===== config.mk =====
export PLATFORM = sky130hd
export DESIGN_NAME = dual_stream_jsf32_range_rng
export DESIGN_NICKNAME = d
export VERILOG_FILES = /design/src/rtl/jsfr_pkg.sv /design/src/rtl/jsfr_useq.sv /design/src/rtl/jsfr_dpath.sv /design/src/rtl/dual_stream_jsf32_range_rng.sv
export SDC_FILE = /design/constraint.sdc
export NUM_CORES = 2
export LEC_CHECK = 0
export BUFFER_PORTS_ARGS = -buffer_cell sky130_fd_sc_hd__buf_4
export CAP_MARGIN = 20
export CORE_MARGIN = 2
export CORE_UTILIZATION = 45
export CTS_CLUSTER_SIZE = 28
export DETAILED_ROUTE_END_ITERATION = 8
export HOLD_SLACK_MARGIN = 0.12
export MAX_ROUTING_LAYER = met4
export PLACE_DENSITY_LB_ADDON = 0.05
export SLEW_MARGIN = 20
export SYNTH_ARGS = -nofsm -noshare
export SYNTH_HDL_FRONTEND = slang
export SYNTH_SLANG_ARGS = --single-unit

===== constraint.sdc =====
create_clock -name clock -period 19.8 [get_ports clock]
set_clock_uncertainty 0.15 [all_clocks]
set_input_delay 0.99 -clock clock [delete_from_list [all_inputs] [get_ports clock]]
set_output_delay 0.99 -clock clock [all_outputs]
set_load 0.1 [all_outputs]

===== src/rtl/jsfr_pkg.sv =====
// jsfr_pkg: shared types and constants for the dual-stream jsf32 range generator
// item structs, command codes, microcode control word layout
// no dependencies
`timescale 1ns / 1ps
`default_nettype none

package jsfr_pkg;

   // command codes
   localparam logic [1:0] CMD_SEED  = 2'd0;
   localparam logic [1:0] CMD_RANGE = 2'd1;
   localparam logic [1:0] CMD_RAW   = 2'd2;

   localparam logic [31:0] JSF_SEED_A = 32'hf1ea5eed;
   localparam int unsigned JSF_ROT_B  = 27;
   localparam int unsigned JSF_ROT_C  = 17;
   localparam logic [5:0]  WARMUP_ROUNDS = 6'd20;
   localparam logic [5:0]  DIV_BITS      = 6'd32;
   localparam logic [31:0] WORD_MAX      = 32'hffff_ffff;

   typedef struct packed {
      logic [1:0]         command;
      logic               stream;
      logic [63:0]        seed_value;
      logic signed [31:0] lower_bound;
      logic signed [31:0] upper_bound;
   } req_type;

   typedef struct packed {
      logic signed [31:0] range_value;
      logic [63:0]        raw_value;
      logic [31:0]        draw_count;
      logic               range_error;
   } rsp_type;

   typedef struct packed {
      logic [31:0] a;
      logic [31:0] b;
      logic [31:0] c;
      logic [31:0] d;
   } jsf_word_type;

   // microcode fields
   typedef enum logic [2:0] {
      W_NONE, W_LOAD, W_SEED, W_ROUND, W_STORE_ALL, W_STORE_SEL
   } work_op_type;

   typedef enum logic [2:0] {
      D_NONE, D_START_N, D_START_DRAW, D_STEP, D_SAVE
   } div_op_type;

   typedef enum logic [1:0] {
      C_NONE, C_LOAD_ROUNDS, C_LOAD_BITS, C_DEC
   } cnt_op_type;

   typedef enum logic [1:0] {
      J_NEXT, J_ALWAYS, J_CNT_MORE, J_REJECT
   } cond_type;

   typedef logic [3:0] upc_type;

   typedef struct packed {
      work_op_type work;
      div_op_type  div;
      cnt_op_type  cnt;
      cond_type    cond;
      upc_type     target;
      logic        capture_hi;
      logic        respond;
   } ctl_word_type;

   localparam ctl_word_type CTL_IDLE = '{W_NONE, D_NONE, C_NONE, J_NEXT, 4'd0, 1'b0, 1'b0};

   // datapath status seen by the sequencer
   typedef struct packed {
      logic cnt_more;
      logic reject;
      logic range_ok;
   } stat_type;

endpackage

`default_nettype wire


===== src/rtl/jsfr_useq.sv =====
// jsfr_useq: microcode rom, step counter and jump logic
// depends on jsfr_pkg
`timescale 1ns / 1ps
`default_nettype none

module jsfr_useq (
   input  wire logic              clock,
   input  wire logic              reset,
   input  wire logic              accept,
   input  wire logic [1:0]        command,
   input  jsfr_pkg::stat_type     stat,
   output jsfr_pkg::ctl_word_type ctl,
   output logic                   busy,
   output logic                   rsp_valid
);
   import jsfr_pkg::*;

   // program entry points
   localparam upc_type U_SEED  = 4'd0;
   localparam upc_type U_RANGE = 4'd3;
   localparam upc_type U_DRAW  = 4'd6;
   localparam upc_type U_RESP  = 4'd10;
   localparam upc_type U_RAW   = 4'd11;

   function automatic ctl_word_type ucode(input upc_type addr);
      ctl_word_type w;
      w = CTL_IDLE;
      case (addr)
         4'd0:  w = '{W_SEED,      D_NONE,       C_LOAD_ROUNDS, J_NEXT,     4'd0,    1'b0, 1'b0};
         4'd1:  w = '{W_ROUND,     D_NONE,       C_DEC,         J_CNT_MORE, 4'd1,    1'b0, 1'b0};
         4'd2:  w = '{W_STORE_ALL, D_NONE,       C_NONE,        J_ALWAYS,   U_RESP,  1'b0, 1'b0};
         4'd3:  w = '{W_LOAD,      D_START_N,    C_LOAD_BITS,   J_NEXT,     4'd0,    1'b0, 1'b0};
         4'd4:  w = '{W_NONE,      D_STEP,       C_DEC,         J_CNT_MORE, 4'd4,    1'b0, 1'b0};
         4'd5:  w = '{W_NONE,      D_SAVE,       C_NONE,        J_NEXT,     4'd0,    1'b0, 1'b0};
         4'd6:  w = '{W_ROUND,     D_NONE,       C_NONE,        J_NEXT,     4'd0,    1'b0, 1'b0};
         4'd7:  w = '{W_NONE,      D_START_DRAW, C_LOAD_BITS,   J_NEXT,     4'd0,    1'b0, 1'b0};
         4'd8:  w = '{W_NONE,      D_STEP,       C_DEC,         J_CNT_MORE, 4'd8,    1'b0, 1'b0};
         4'd9:  w = '{W_STORE_SEL, D_NONE,       C_NONE,        J_REJECT,   U_DRAW,  1'b0, 1'b0};
         4'd10: w = '{W_NONE,      D_NONE,       C_NONE,        J_NEXT,     4'd0,    1'b0, 1'b1};
         4'd11: w = '{W_LOAD,      D_NONE,       C_NONE,        J_NEXT,     4'd0,    1'b0, 1'b0};
         4'd12: w = '{W_ROUND,     D_NONE,       C_NONE,        J_NEXT,     4'd0,    1'b0, 1'b0};
         4'd13: w = '{W_ROUND,     D_NONE,       C_NONE,        J_NEXT,     4'd0,    1'b1, 1'b0};
         4'd14: w = '{W_STORE_SEL, D_NONE,       C_NONE,        J_ALWAYS,   U_RESP,  1'b0, 1'b0};
         default: w = '{W_NONE,    D_NONE,       C_NONE,        J_ALWAYS,   U_RESP,  1'b0, 1'b0};
      endcase
      return w;
   endfunction

   upc_type pc_ff, pc_in;
   logic    busy_ff, busy_in;
   logic    valid_ff, valid_in;
   upc_type entry;
   ctl_word_type word;

   assign word = ucode(pc_ff);
   assign ctl  = busy_ff ? word : CTL_IDLE;

   always_comb begin
      case (command)
         CMD_SEED:  entry = U_SEED;
         CMD_RANGE: entry = stat.range_ok ? U_RANGE : U_RESP;
         CMD_RAW:   entry = U_RAW;
         default:   entry = U_RESP;
      endcase
   end

   always_comb begin
      pc_in    = pc_ff;
      busy_in  = busy_ff;
      valid_in = 1'b0;
      if (accept) begin
         pc_in   = entry;
         busy_in = 1'b1;
      end else if (busy_ff) begin
         case (word.cond)
            J_NEXT:     pc_in = pc_ff + 4'd1;
            J_ALWAYS:   pc_in = word.target;
            J_CNT_MORE: pc_in = stat.cnt_more ? word.target : pc_ff + 4'd1;
            J_REJECT:   pc_in = stat.reject ? word.target : pc_ff + 4'd1;
            default:    pc_in = U_RESP;
         endcase
         if (word.respond) begin
            busy_in  = 1'b0;
            valid_in = 1'b1;
         end
      end
   end

   always_ff @(posedge clock) begin
      if (reset) begin
         pc_ff    <= '0;
         busy_ff  <= 1'b0;
         valid_ff <= 1'b0;
      end else begin
         pc_ff    <= pc_in;
         busy_ff  <= busy_in;
         valid_ff <= valid_in;
      end
   end

   assign busy      = busy_ff;
   assign rsp_valid = valid_ff;

endmodule

`default_nettype wire


===== src/rtl/jsfr_dpath.sv =====
// jsfr_dpath: generator words, jsf round, serial divider, draw counter, result register
// depends on jsfr_pkg; driven by control words from jsfr_useq
`timescale 1ns / 1ps
`default_nettype none

module jsfr_dpath #(
   parameter int NUM_STREAMS = 2
) (
   input  wire logic              clock,
   input  wire logic              reset,
   input  wire logic              accept,
   input  jsfr_pkg::req_type      req_item,
   input  jsfr_pkg::ctl_word_type ctl,
   output jsfr_pkg::stat_type     stat,
   output jsfr_pkg::rsp_type      rsp_item
);
   import jsfr_pkg::*;

   localparam int SEL_W = (NUM_STREAMS > 1) ? $clog2(NUM_STREAMS) : 1;

   function automatic logic [31:0] rotl(input logic [31:0] v, input int unsigned k);
      return (v << k) | (v >> (32 - k));
   endfunction

   function automatic jsf_word_type jsf_round(input jsf_word_type g);
      jsf_word_type r;
      logic [31:0]  e;
      e   = g.a - rotl(g.b, JSF_ROT_B);
      r.a = g.b ^ rotl(g.c, JSF_ROT_C);
      r.b = g.c + g.d;
      r.c = g.d + e;
      r.d = e + r.a;
      return r;
   endfunction

   // latched command
   logic [1:0]       cmd_ff;
   logic [SEL_W-1:0] sel_ff;
   logic [63:0]      seed_ff;
   logic [31:0]      lower_ff;
   logic [31:0]      n_ff;
   logic             empty_ff;
   logic             err_ff;
   logic [31:0]      count_ff;

   // generator state
   jsf_word_type store_ff [NUM_STREAMS];
   jsf_word_type work_ff, work_in;
   logic [31:0]  hi_ff;

   // divider
   logic [31:0] q_ff, q_in;
   logic [31:0] rem_ff, rem_in;
   logic [31:0] dsr_ff, dsr_in;
   logic [31:0] div_ff;
   logic [5:0]  cnt_ff, cnt_in;

   rsp_type rsp_ff, rsp_in;

   // interval check at accept
   logic [32:0]      diff;
   logic             empty_now;
   logic             err_now;
   logic [SEL_W-1:0] sel_now;
   logic             counted;

   assign diff      = {req_item.upper_bound[31], req_item.upper_bound}
                    - {req_item.lower_bound[31], req_item.lower_bound};
   assign empty_now = diff[32] || (diff == 33'd0);
   assign err_now   = (diff == {1'b0, WORD_MAX});
   assign sel_now   = (NUM_STREAMS > 1) ? SEL_W'(req_item.stream) : '0;
   assign counted   = (sel_now == '0)
                    && ((req_item.command == CMD_RAW)
                        || ((req_item.command == CMD_RANGE) && !empty_now && !err_now));

   assign stat.range_ok = !empty_now && !err_now;
   assign stat.cnt_more = (cnt_ff != 6'd1);
   assign stat.reject   = (q_ff >= n_ff);

   always_ff @(posedge clock) begin
      if (accept) begin
         cmd_ff   <= req_item.command;
         sel_ff   <= sel_now;
         seed_ff  <= req_item.seed_value;
         lower_ff <= req_item.lower_bound;
         n_ff     <= diff[31:0] + 32'd1;
         empty_ff <= empty_now;
         err_ff   <= err_now;
      end
   end

   always_ff @(posedge clock) begin
      if (reset) begin
         count_ff <= '0;
      end else if (accept && counted) begin
         count_ff <= count_ff + 32'd1;
      end
   end

   // working copy of the selected generator
   always_comb begin
      case (ctl.work)
         W_LOAD:  work_in = store_ff[sel_ff];
         W_SEED:  work_in = '{JSF_SEED_A, seed_ff[31:0],
                              seed_ff[31:0] ^ seed_ff[63:32], seed_ff[31:0]};
         W_ROUND: work_in = jsf_round(work_ff);
         default: work_in = work_ff;
      endcase
   end

   always_ff @(posedge clock) begin
      work_ff <= work_in;
      if (ctl.capture_hi) begin
         hi_ff <= work_ff.d;
      end
   end

   always_ff @(posedge clock) begin
      if (reset) begin
         for (int s = 0; s < NUM_STREAMS; s++) begin
            store_ff[s] <= '0;
         end
      end else if (ctl.work == W_STORE_ALL) begin
         for (int s = 0; s < NUM_STREAMS; s++) begin
            store_ff[s] <= work_ff;
         end
      end else if (ctl.work == W_STORE_SEL) begin
         store_ff[sel_ff] <= work_ff;
      end
   end

   // restoring divider, one quotient bit per step
   logic [32:0] trial;
   logic        fits;

   assign trial = {rem_ff, q_ff[31]};
   assign fits  = (trial >= {1'b0, dsr_ff});

   always_comb begin
      q_in   = q_ff;
      rem_in = rem_ff;
      dsr_in = dsr_ff;
      case (ctl.div)
         D_START_N: begin
            q_in   = WORD_MAX;
            rem_in = '0;
            dsr_in = n_ff;
         end
         D_START_DRAW: begin
            q_in   = work_ff.d;
            rem_in = '0;
            dsr_in = div_ff;
         end
         D_STEP: begin
            q_in   = {q_ff[30:0], fits};
            rem_in = fits ? 32'(trial - {1'b0, dsr_ff}) : trial[31:0];
         end
         default: ;
      endcase
   end

   always_ff @(posedge clock) begin
      q_ff   <= q_in;
      rem_ff <= rem_in;
      dsr_ff <= dsr_in;
      if (ctl.div == D_SAVE) begin
         div_ff <= q_ff;
      end
   end

   always_comb begin
      case (ctl.cnt)
         C_LOAD_ROUNDS: cnt_in = WARMUP_ROUNDS;
         C_LOAD_BITS:   cnt_in = DIV_BITS;
         C_DEC:         cnt_in = cnt_ff - 6'd1;
         default:       cnt_in = cnt_ff;
      endcase
   end

   always_ff @(posedge clock) begin
      if (reset) begin
         cnt_ff <= '0;
      end else begin
         cnt_ff <= cnt_in;
      end
   end

   // result register
   always_comb begin
      rsp_in = rsp_ff;
      if (ctl.respond) begin
         rsp_in            = '0;
         rsp_in.draw_count = count_ff;
         case (cmd_ff)
            CMD_SEED: rsp_in.raw_value = seed_ff;
            CMD_RANGE: begin
               if (empty_ff) begin
                  rsp_in.range_value = lower_ff;
               end else if (err_ff) begin
                  rsp_in.range_error = 1'b1;
               end else begin
                  rsp_in.range_value = lower_ff + q_ff;
               end
            end
            CMD_RAW: rsp_in.raw_value = {hi_ff, work_ff.d};
            default: ;
         endcase
      end
   end

   always_ff @(posedge clock) begin
      rsp_ff <= rsp_in;
   end

   assign rsp_item = rsp_ff;

endmodule

`default_nettype wire


===== src/rtl/dual_stream_jsf32_range_rng.sv =====
// dual_stream_jsf32_range_rng: top level of the jsf32 generator block
// depends on jsfr_pkg, jsfr_useq, jsfr_dpath
`timescale 1ns / 1ps
`default_nettype none

// Two or more jsf32 small-fast generators behind a start/busy command port.
// An item is taken when start is high and busy is low; busy then stays high
// until the item is done, and the one result shows on rsp_item with rsp_valid
// high for a single cycle, in the cycle busy falls. The receiver cannot
// stall: rsp_valid is a strobe and the result must be captured when it shows.
// Each item runs as a program of a small microcode sequencer that steps a plain
// datapath once per cycle:
//   seed        - twenty warmup rounds, one per cycle, on one
//                 working copy that is then written to every stream
//   raw 64-bit  - load, two rounds, store to the selected stream
//   range draw  - one or more tries; each try is one round plus
//                 a 32-bit shift-subtract divide, and one more such divide
//                 up front forms 0xffffffff / n; one try for most intervals
//   empty, reversed or full range, unknown command - result step only
// A new item can be started in the cycle rsp_valid is high.
// After reset all generators are zero and keep yielding zero until seeded.

module dual_stream_jsf32_range_rng #(
   parameter int NUM_STREAMS = 2
) (
   input  wire logic         clock,
   input  wire logic         reset,
   input  wire logic         start,
   output logic              busy,
   input  jsfr_pkg::req_type req_item,
   output logic              rsp_valid,
   output jsfr_pkg::rsp_type rsp_item
);
   import jsfr_pkg::*;

   logic         accept;
   ctl_word_type ctl;
   stat_type     stat;

   // an item is taken only while the sequencer is idle
   assign accept = start && !busy;

   // sequencer: rom, step counter, jumps on datapath status
   jsfr_useq u_useq (
      .clock     (clock),
      .reset     (reset),
      .accept    (accept),
      .command   (req_item.command),
      .stat      (stat),
      .ctl       (ctl),
      .busy      (busy),
      .rsp_valid (rsp_valid)
   );

   // datapath: generator words, jsf round, serial divider, counter, result
   jsfr_dpath #(
      .NUM_STREAMS (NUM_STREAMS)
   ) u_dpath (
      .clock    (clock),
      .reset    (reset),
      .accept   (accept),
      .req_item (req_item),
      .ctl      (ctl),
      .stat     (stat),
      .rsp_item (rsp_item)
   );

endmodule

`default_nettype wire


**Yosys cells after proc, flatten, opt, wreduce, memory -nomap -nowiden**

Memories as Yosys holds them, arrays and structs flattened. A register that Yosys moved wholly into a read port is not among the register bits.
Index checks and enable logic that the tools add are counted.

- Output and inout bits: 131
- Bits in latches: 0
- Register bits: 594
- Memory bits (writable): 256
- Memory bits (read-only): 256
- Word-level logic and storage cells: 134
- Memories: 2
- Input port bits: 134

- $lt $le $gt $ge: 2
- Shift operators: 0
- Divide/modulo/power cells: 0
- Multiply operators: 0
- Reductions and logical operators: 25
- $add $sub $neg: 11
- Muxes and demuxes: 39
- Equality and inequality tests: 21
- Bitwise logic cells: 9

Memories:

| memory | depth | width | read ports | clocked after Yosys merged registers in | write ports | line | text |
|---|---|---|---|---|---|---|---|
| (no name shown) | 16 | 16 | 1 | 1 | 0 | jsfr_useq.sv:28 | `case (addr)` |
| u_dpath.store_ff | 2 | 128 | 1 | 1 | 2 | jsfr_dpath.sv:47 | `jsf_word_type store_ff [NUM_STREAMS];` |

Operators by type and width:

| cell | count |
|---|---|
| $mux 128 | 3 |
| $pmux 128 s3 | 1 |
| $add 32x32->32 | 4 |
| $pmux 32 s2 | 2 |
| $pmux 64 s2 | 1 |
| $reduce_or 128->1 | 1 |
| $mux 32 | 3 |
| $pmux 32 s3 | 1 |
| $add 32x1->32 const B | 2 |
| $sub 32x32->32 | 2 |
| $xor 32x32->32 | 2 |
| $eq 33x32->1 const B | 1 |
| $ge 33x32->1 | 1 |
| $logic_not 33->1 | 1 |
| $sub 32x32->33 | 1 |
| $ge 32x32->1 | 1 |
| $or 32x17->32 | 1 |
| $or 32x27->32 | 1 |
| $mux 4 | 7 |
| $pmux 6 s3 | 1 |
| $mux 1 | 17 |
| $mux 16 | 1 |
| $pmux 4 s4 | 1 |
| $eq 2x2->1 const B | 6 |
| 18 further kinds | 45 |

**Longest topological paths before layout**

- Depth in word-level cells: 10
- Depth in mapped cells: 27
- Depth with buffers taken out: 27

**Modules after synthesis**

A second synthesis with hierarchy kept.

- Cells, all modules: 4242
- Area, all modules: 47703.3 um^2

Modules (own cells, without submodules):

| module | area each (um^2) | cells each | times used | sequential area each (um^2) |
|---|---|---|---|---|
| jsfr_dpath | 46584.7 | 4108 | 1 | 24984.0 |
| jsfr_useq | 1104.8 | 133 | 1 | 420.4 |
| dual_stream_jsf32_range_rng | 13.8 | 1 | 1 | 0.0 |

**Least setup slack after synthesis**

Ideal clock, no wire load.

- Kind: register to register
- Start: register u_useq.busy_ff (netlist: u_useq.busy)
- End: register u_dpath.work_ff[0] (netlist name), enable pin
- Buffers on the path: 0
- Setup slack: 8.910 ns
- Period minus slack after synthesis: 10.890 ns
- Setup time: 0.772 ns
- Arrival time: 9.968 ns
- Required time: 18.878 ns
- Stages on the path, launching flop included: 3
- Cell sequence: dfxtp_1 > inv_1 > nor3_1

- Word-level cells in the longest chain between the ends: 3
- Elaborated cells on any way between the ends: 5
- Those cells by class: eq/ne (3); mux (1); reduce/logical (1)

Ends and longest elaborated chain:

| what | line | text |
|---|---|---|
| start: declaration | jsfr_useq.sv:50 | `logic busy_ff, busy_in;` |
| start signal: assignment | jsfr_useq.sv:96 | `busy_ff <= busy_in;` |
| $mux 16 * | jsfr_useq.sv:56 | `assign ctl = busy_ff ? word : CTL_IDLE;` |
| $eq 3x1->1 / $eq 3x2->1 (equally long branches) | jsfr_dpath.sv:102 | `case (ctl.work)` |
| $reduce_bool 3->1 (no line) * | n/a |  |
| end signal: assignment | jsfr_dpath.sv:112 | `work_ff <= work_in;` |
| end: declaration | jsfr_dpath.sv:48 | `jsf_word_type work_ff, work_in;` |

Every way passes the cells marked *; elsewhere a longest branch is shown, timed or not.
A chain may end at the register's enable or synchronous reset.

==> results.py <==
metrics = {
    "synth": {
        "synth_cell_types": 90,
        "yosysWarnings": 0,
        "ys.flop_type": "edfxtp_1",
        "synth_area_um2": 47900,
        "synth_edf_count": 806,
        "synth_top_area_frac": 0.506,
        "ys_seq_elements": 866,
        "synth.avg_cell_area_um2": 11.2,
        "seq_area_frac_synth": 0.531,
        "synthTopCellsByCount": "806 x edfxtp_1, 350 x a21oi_1, 298 x nor2_1",
        "yosys.area.top_type": "edfxtp_1",
        "yosysMostFrequentCell": "edfxtp_1",
        "syn-instance-count": 4290,
        "synth_fp_nets": 4694,
        "synth_area_leaders": "edfxtp_1 51%, ha_1 6.9%, mux2i_1 4.9%",
        "async_flop_share": 0,
    },
    "pwr": {
        "vdd_drop_max_v": 0.0000718,
        "swShare": 0.349,
        "power_leakage_nw": 20.9,
        "power_density_nw_per_um2": 107,
        "switching_power_mw": 2.02,
        "p_int_mw": 3.77,
        "total_power_mw": 5.79,
        "power_frac_seq": 0.398,
        "combinationalPowerShare": 0.303,
        "clockPowerShare": 0.300,
    },
    "sta": {
        "slew_violations": 0,
        "slew_headroom": 0.244,
        "fin_tns_setup_ns": 0,
        "hold_viol_final": 0,
        "period_share": 0.336,
        "setup_ws_ns": 13.14,
        "rsz0062_at_grt": "no",
        "worst_pin_slew_ns": 1.13,
        "final-setup-viol-count": 0,
        "min_period_ns": 6.66,
        "fmax_mhz": 150,
    },
    "route": {
        "drtPass1Iterations": 7,
        "ant_nets": 0,
        "drtIter0Drc": 3029,
        "drc": 30,
        "routed_wl_um": 145000,
        "vias_per_cell": 5.78,
        "wl_per_cell_um": 24.2,
        "vias": 34557,
    },
    "global_route": {
        "grt_pass1_vias": 32676,
        "grt-ovfl-total": 0,
        "grt_pass1_wl_um": 213000,
        "grt_usage": 0.269,
        "antenna_found_initial": 5,
        "grt_max_degree": 182,
    },
    "floorplanning": {
        "dieArea_um2": 109000,
        "die_h_um": 330,
        "coreArea_um2": 105000,
        "die_x_um": 330,
        "rows": 119,
        "num_io_pins": 265,
        "start_util": 0.454,
    },
    "place": {
        "dp.final_hpwl_um": 102000,
        "place.gp.congestion": 0.925,
        "dp_slack_ns": 13.41,
        "dpl_cell_area_um2": 51300,
        "port_buffers": 264,
    },
    "clock_tree": {
        "cts_tree": "built",
        "cts_max_level": 3,
        "clk_pin_slew_ns": 0.06,
        "cts.repair.resized": 0,
        "cts_inserted_buffers": 97,
        "clock_path_buffers": 3,
        "clkSinkCount": 866,
        "hold_buffers": 0,
        "clkLatencyLatePin_ns": 0.70,
        "cts_root_buf": "clkbuf_16",
        "cts_setup_buffers": 0,
    },
    "status": {
        "violations": "DRC",
        "status": "finished with violations",
    },
    "layout": {
        "final_core_util": 0.515,
        "drive_above_1_share": 0.110,
        "nNetsFinal": 4917,
        "stdcell_area_um2": 54300,
        "area_delta_synth_final_pct": 13.5,
    },
    "critical_path": {
        "cp_data_required_time_ns": 20.17,
        "end_kind": "flip-flop",
        "critPathLaunchType": "flip-flop",
        "crit_fanout": 5,
        "arrival_ns": 7.03,
        "r2r_slack_ns": 13.14,
        "worstSetupPathType": "reg -> reg",
    },
    "job": {
        "cap_violations": 0,
    },
    "worst_hold_path": {
        "holdCritPathClass": "reg -> reg",
    },
}
==> critical path, stage by stage (launching register included) <==
cell and delay (ns):
edfxtp_1 0.43, ha_1 0.27, fa_1 0.42, nor2b_1 0.13
o21ai_0 0.17, a21boi_0 0.40, o221a_2 0.28, o21ai_0 0.13
a21oi_1 0.24, o21ai_0 0.13, o21ai_0 0.23, xor2_1 0.29
ha_1 0.28, nand2_1 0.11, nor2_1 0.18, nand3_1 0.19
a311oi_1 0.53, nor2_1 0.21, a311oi_1 0.54, a41o_1 0.30
o211ai_1 0.10, nand2_1 0.14, a41oi_1 0.16, mux2_2 0.30
o221ai_1 0.16
==> per-stage QoR <==
stage | hold slack, ns | cells
2_1_floorplan | 0.273 | 4290
3_3_place_gp | 0.296 | 5804
3_5_place_dp | 0.297 | 5805
4_1_cts | 0.273 | 5978
5_1_grt | 0.291 | 5980
6_report | 0.311 | 5981
==> power by group through the flow <==
| stage | registers, mW | clock network, mW | logic (mW) |
|---|---|---|---|
| global placement | 2.34 | 0 | 1.72 |
| finish | 2.30 | 1.73 | 1.75 |
| global route | 2.31 | 1.83 | 1.92 |
| detailed placement | 2.34 | 0 | 1.72 |
| CTS | 2.30 | 1.77 | 1.74 |
| floorplan | 2.29 | 0 | 1.24 |
==> sequential cells by signal (all words and copies together) (netlist names), 64 cells and up, named ones only <==
name / flops
u_dpath.rsp_item: 129
u_dpath.store_ff: 256
u_dpath.work_ff: 128
u_dpath.seed_ff: 64
==> placed cells by master (no fill, tap or decap), types with 30 or more instances in the layout <==
cell / n
nand2_1: 247
o21a_1: 34
edfxtp_1: 806
or3_1: 32
nor2_1: 292
o21ai_0: 175
clkbuf_16: 97
o31ai_1: 30
dfxtp_1: 57
nand4_1: 34
a21oi_1: 350
and2_1: 201
xnor2_1: 160
mux2i_1: 236
a211oi_1: 76
or4_1: 32
nor2b_1: 55
buf_4: 302
a21o_1: 94
ha_1: 263
nand3_1: 65
nor3_1: 145
o211ai_1: 34
inv_1: 213
xor2_1: 117
==> worst paths after layout <==
| path | startpoint | endpoint | cells after the start |
|---|---|---|---|
| min reg2reg | u_dpath.count_ff[31] | u_dpath.rsp_item[32] | 0 |
| min | u_dpath.count_ff[31] | u_dpath.rsp_item[32] | 0 |
| max | u_dpath.work_ff[69] | u_dpath.work_ff[60] | 24 |
| max reg2reg | u_dpath.work_ff[69] | u_dpath.work_ff[60] | 24 |
==> routing by layer <==
layer  vias to the layer above  wire length [um]  GRT usage
li1                      16384                 -          -
met1                     16967             68000      0.387
met2                      1049             65400      0.408
met3                       157              8510     0.0348
met4                         0              2740     0.0595
met5                         -                 0          -
==> cell type report <==
class                   instances  area, um2
flip-flops and latches        866      25400
repair buffers                305       2330
clock buffers                 120       2550
fillers                      9482      51100
well taps                    1391       1740
diodes                          3       7.51
multi-input cells            3028      21000
clock inverters                53        439
inverters                     215        812
==> cells by family (layout without fill, tap and decap cells) <==
logic type	count (synthesis)	count (layout)	synth area share
compound gates	1007	1007	0.134
xor+xnor	277	277	0.0507
fa+ha+maj	270	270	0.0717
buf+inv	396	693	0.0319
flops	866	866	0.531
mux	244	244	0.0514
other cells	0	3	0
simple gates	1230	1230	0.130
Power figures use the tool's default switching activity.
